**src/sv/pcq_fifo.sv**
```systemverilog
// ----------------------------------------------------------------------------
// pcq_fifo: two-entry command queue between front and back
// Lets the front keep accepting while the back works or waits on output.
// ----------------------------------------------------------------------------
module pcq_fifo #(
  parameter int WIDTH = 8
) (
  input  logic             clk,
  input  logic             rst_n,
  input  logic             push_valid,
  output logic             push_ready,
  input  logic [WIDTH-1:0] push_data,
  output logic             pop_valid,
  input  logic             pop_ready,
  output logic [WIDTH-1:0] pop_data
);

  logic [WIDTH-1:0] buf_r [2];
  logic             wptr_r;
  logic             rptr_r;
  logic [1:0]       cnt_r;
  logic             do_push;
  logic             do_pop;

  assign push_ready = (cnt_r != 2'd2);
  assign pop_valid  = (cnt_r != 2'd0);
  assign pop_data   = buf_r[rptr_r];
  assign do_push    = push_valid && push_ready;
  assign do_pop     = pop_valid && pop_ready;

  // pointers and fill count
  always_ff @(posedge clk) begin
    if (!rst_n) begin
      wptr_r <= 1'b0;
      rptr_r <= 1'b0;
      cnt_r  <= 2'd0;
    end else begin
      if (do_push) wptr_r <= ~wptr_r;
      if (do_pop)  rptr_r <= ~rptr_r;
      if (do_push && !do_pop)      cnt_r <= cnt_r + 2'd1;
      else if (do_pop && !do_push) cnt_r <= cnt_r - 2'd1;
    end
  end

  // entry storage
  always_ff @(posedge clk) begin
    if (do_push) begin
      buf_r[wptr_r] <= push_data;
    end
  end

endmodule

```
**config.mk**
```make
export PLATFORM = sky130hd
export DESIGN_NAME = pcq_fifo
export DESIGN_NICKNAME = d
export VERILOG_FILES = /design/src/sv/pcq_fifo.sv
export SDC_FILE = /design/constraint.sdc
export NUM_CORES = 1
export LEC_CHECK = 0
export BUFFER_PORTS_ARGS = -buffer_cell sky130_fd_sc_hd__clkbuf_2
export CAP_MARGIN = 20
export CELL_PAD_IN_SITES_DETAIL_PLACEMENT = 1
export CELL_PAD_IN_SITES_GLOBAL_PLACEMENT = 2
export CORE_MARGIN = 5
export CORE_UTILIZATION = 34
export DETAILED_ROUTE_END_ITERATION = 10
export GPL_TIMING_DRIVEN = 0
export PLACE_DENSITY_LB_ADDON = 0.1
export REMOVE_ABC_BUFFERS = 1
export SLEW_MARGIN = 20
export SYNTH_ARGS = -nofsm -noshare
export SYNTH_HDL_FRONTEND = slang
export SYNTH_SLANG_ARGS = --single-unit
```
**constraint.sdc**
```tcl
create_clock -name clk -period 1.95 [get_ports clk]
set_input_delay 0.0975 -clock clk [delete_from_list [all_inputs] [get_ports clk]]
set_output_delay 0.0975 -clock clk [all_outputs]
set_load 0.02 [all_outputs]
```
======== Yosys cells after proc, flatten, opt, wreduce, memory -nomap -nowiden ========
Memories as Yosys holds them, arrays and structs flattened. A register that Yosys moved wholly into a read port is not among the register bits.
Index checks and enable logic that the tools add are counted.
storage, ports and cells
  register bits ........................... 4
  bits in latches ......................... 0
  RAM bits ................................ 16
  memory bits (read-only) ................. 0
  bits of input ports ..................... 12
  logic and storage cells ................. 23
  memories kept ........................... 1
memory list
  name   words  bits a word  rd ports  clocked after memory_dff  wr ports  line  RTL
  buf_r  2      8            1         1                         1         18    logic [WIDTH-1:0] buf_r [2];
operators by class
  $add $sub $neg .......................... 2
  multiply operators ...................... 0
  divide/modulo/power cells ............... 0
  order comparisons ....................... 0
  eq/ne operators ......................... 1
  shift-type cells ........................ 0
  muxes and demuxes ....................... 6
  bitwise logic cells ..................... 2
  reductions and logical operators ........ 8
operators by type and width
  kind                                                                count
  1-bit logical AND                                                   4
  1-bit 2-to-1 mux                                                    4
  2-bit 2-to-1 mux                                                    2
  2-bit nonzero test                                                  2
  2-bit by 1-bit adder with 2-bit output, second input constant       1
  1-bit zero test                                                     2
  2-bit != test, second input constant                                1
  1-bit inverter                                                      2
  2-bit by 1-bit subtractor with 2-bit output, second input constant  1

======== Depth between registers and ports, before layout ========
  depth in word-level cells ............... 6
  mapped depth ............................ 6
  gate-level depth less buffers ........... 6

======== Least setup slack after synthesis ========
OpenSTA, ideal clock, no wires.
  path type ............................... register to register
  from .................................... register cnt_r[0]
  to ...................................... register cnt_r[1]
  library setup time ...................... 0.070 ns
  data arrival time ....................... 1.472 ns
  required time ........................... 1.880 ns
  path slack .............................. 0.408 ns
  stages on the path, launching flop included .. 6
  path buffers ............................ 0
  clock period less this slack ............ 1.542 ns
  cell sequence ........................... dfxtp_1 -> nand2b_4 -> and2_1 -> ha_1 -> or3_1 -> a21oi_1
between the ends
  longest elaborated chain between the ends .. 5
  elaborated cells between the ends (all ways) .. 13
RTL lines
  item                                 line  RTL
  start: declaration                   21    logic [1:0] cnt_r;
  start signal: assignment             40    if (do_push && !do_pop) cnt_r <= cnt_r + 2'd1;
  start signal: assignment             41    else if (do_pop && !do_push) cnt_r <= cnt_r - 2'd1;
  2-bit != test (*)                    25    assign push_ready = (cnt_r != 2'd2);
  via push_ready                       11    output logic push_ready,
  1-bit logical AND (*)                28    assign do_push = push_valid && push_ready;
  via do_push                          22    logic do_push;
  1-bit zero test                      41
  1-bit logical AND                    41
  2-bit nonzero test (no source line)  n/a
Mark *: on every way through the listed nets, which the timed path passes. The rest lies on a longest branch. The select of a mux whose other input is x is not followed.
A chain may end at the register's enable or synchronous reset.

======== Final worst setup path ========
  from .................................... register cnt_r[1]
  to ...................................... register cnt_r[1]
between the ends
  longest elaborated chain between the ends .. 5
  elaborated cells between the ends (all ways) .. 13
RTL lines
  item                                 line
  2-bit != test (*)                    25
  1-bit logical AND (*)                28
  via do_push                          22
  1-bit zero test                      41
  1-bit logical AND                    41
  2-bit nonzero test (no source line)  n/a
Marked as above.

==> results.ini <==
[outcome]
status=complete, no violations

[critical_path]
cp.arrival_ns=1.84
cp-end-kind=flop
worstPathRequired_ns=2.18
cp-start-kind=flop
r2r_cells=5
crit_path_max_fanout=5
worstSetupPathType=reg -> reg

[min_path]
hp-class=in -> reg
hold-path-cell-count=3

[die]
dieWidth_um=58.8
die_area_um2=3460
core_um2=2230
fp.dieH_um=58.8
start_util_pct=36.2
rows=17
ios=22

[drt]
wl_um=1400
wl_per_cell_um=12.7
dr.pass1.iters=4
via_per_inst=4.51
highest_layer=met3
route.detailed.drc=0
vias=496
drt_iter0_markers=11
wl_met1_um=633
routed-wl-met3_um=85
dr_wl_met2_um=677
detail-route-antenna-nets=0

[clock_network]
clock_sinks=21
htree_levels=1
cts_resized=0
clk_pin_slew_ns=0.11
ctsRootBufferMaster=clkbuf_4
hold_buffers=8
cts_tree=done
clkLatencyLatePin_ns=0.28
numCtsBuffers=3
clk_path_buf_depth=2
postCtsSetupBuffers=0

[synthesis]
yosysTopAreaCell=edfxtp_1
netlist_instances=50
yosysTopAreaCellShare_pct=59.4
yosysMostFrequentCell=edfxtp_1
synth.top_cells.by_count=16 x edfxtp_1, 8 x mux2_2, 5 x dfxtp_1
ys_dominant_reg_cell=edfxtp_1
synth-seq-cells=21
ys_seq_area_share_pct=71.7
avgSynthCellArea_um2=16.2
synth_edf_count=16
synthDistinctLibCells=17
yosysWarnings=0
synth_area_um2=810
async_reset_ff_share_pct=0
synth_area_leaders=edfxtp_1 59%, dfxtp_1 12%, mux2_2 11%

[place]
pre_cts_slack_ns=0.361
place.gp.congestion=0.649
place_hpwl_um=970
placed_area_um2=945
numPortBuffers=21

[timing]
fmax_mhz=621
worstMarginPinSlew_ns=0.390
hold_slack_ns=0.113
clock_skew_ns=0.00153
slew_headroom_pct=74.0
hold_violations=0
period_minus_slack_ns=1.61
setup_slack_ns=0.340
finalSetupTns_ns=0
setup_viol=0
rsz0062_at_grt=false
slew_viol_final=0
finalCritPeriodShare_pct=82.5

[grt]
grt_max_degree=12
grtUsageTotal_pct=8.90
grt-ovfl-total=0
grt_pass1_vias=539
grt_first_pass_wirelength_um=2320
antenna_found_initial=0

[power_and_ir_drop]
seq_power_share_pct=50.3
power_density_nw_per_um2=1190
netSwitchingFraction_pct=32.7
ir_worst_vdd_mv=0.631
p_sw_uw=410
p_clk_share_pct=15.5
p_int_uw=843
p_comb_share_pct=34.2
leakage_nw=0.426

[cells_and_area]
area_growth_pct=29.8
final_util_pct=47.1
drive_gt1_share_pct=42.7
final_area_um2=1050
diodes=0
fin_nets=96

[job]
drv_cap=0

-- state kept, by name, summed over array words and instances (netlist names), named ones only --
name,count
wptr_r,1
buf_r,16
rptr_r,1
cnt_r,2
-- through the flow --
step	std cells	power (mW)
after global placement	98	1.05
after detailed placement	98	1.06
final	110	1.25
after CTS	110	1.27
after global routing	110	1.34
after floorplan	49	0.931
-- power groups by stage --
stage	clock, mW	combinational, mW	sequential (mW)
global placement	0	0.416	0.638
detailed placement	0	0.418	0.643
CTS	0.205	0.436	0.633
finish	0.194	0.428	0.631
floorplan	0	0.309	0.623
global route	0.232	0.467	0.641
-- layout make-up --
cell class                 count  area (um2)
tap                           28        35.0
inverter                       2        7.51
clock buffer                   4        26.3
fill                         246        1180
sequential                    21         581
multi-input combinational     26         216
timing repair buffer          29         185
-- placed cells by master (no fill, tap or decap) --
cell	count
clkbuf_2	21
edfxtp_1	16
mux2_2	8
dlygate4sd3_1	8
dfxtp_1	5
xor2_1	3
nor2_1	3
clkbuf_4	3
o21ai_0	2
inv_1	2
a21oi_1	2
nand2b_4	1
and2_1	1
or2_2	1
and3_1	1
nand3b_1	1
a21bo_2	1
or3_1	1
ha_1	1
clkbuf_1	1
-- worst paths after layout --
path	slack (ns)	from	end
worst max register to register	0.34	cnt_r[1]	cnt_r[1]
worst min register to register	0.53	rptr_r	flop
worst max-delay path	0.34	cnt_r[1]	cnt_r[1]
worst min-delay path	0.11	rst_n	flop
-- metal layers --
metal  GRT usage [%]  up-vias
met4           0.971        0
met2            15.6       12
met5               0        -
li1                -      248
met1            10.7      236
met3            3.29        0
-- worst max-delay path: stages (launching register included) --
cell,delay [ns]
dfxtp_1,0.45
nand2b_4,0.09
and2_1,0.16
ha_1,0.33
or3_1,0.38
a21oi_1,0.14
-- cell families after synthesis --
group	synth area share, %
compound gates	3.71
simple gates	7.11
buf+inv	1.55
mux	11.1
xor+xnor	3.25
fa+ha+maj	1.55
flops	71.7
No activity file was read; power rests on OpenSTA's default activity.
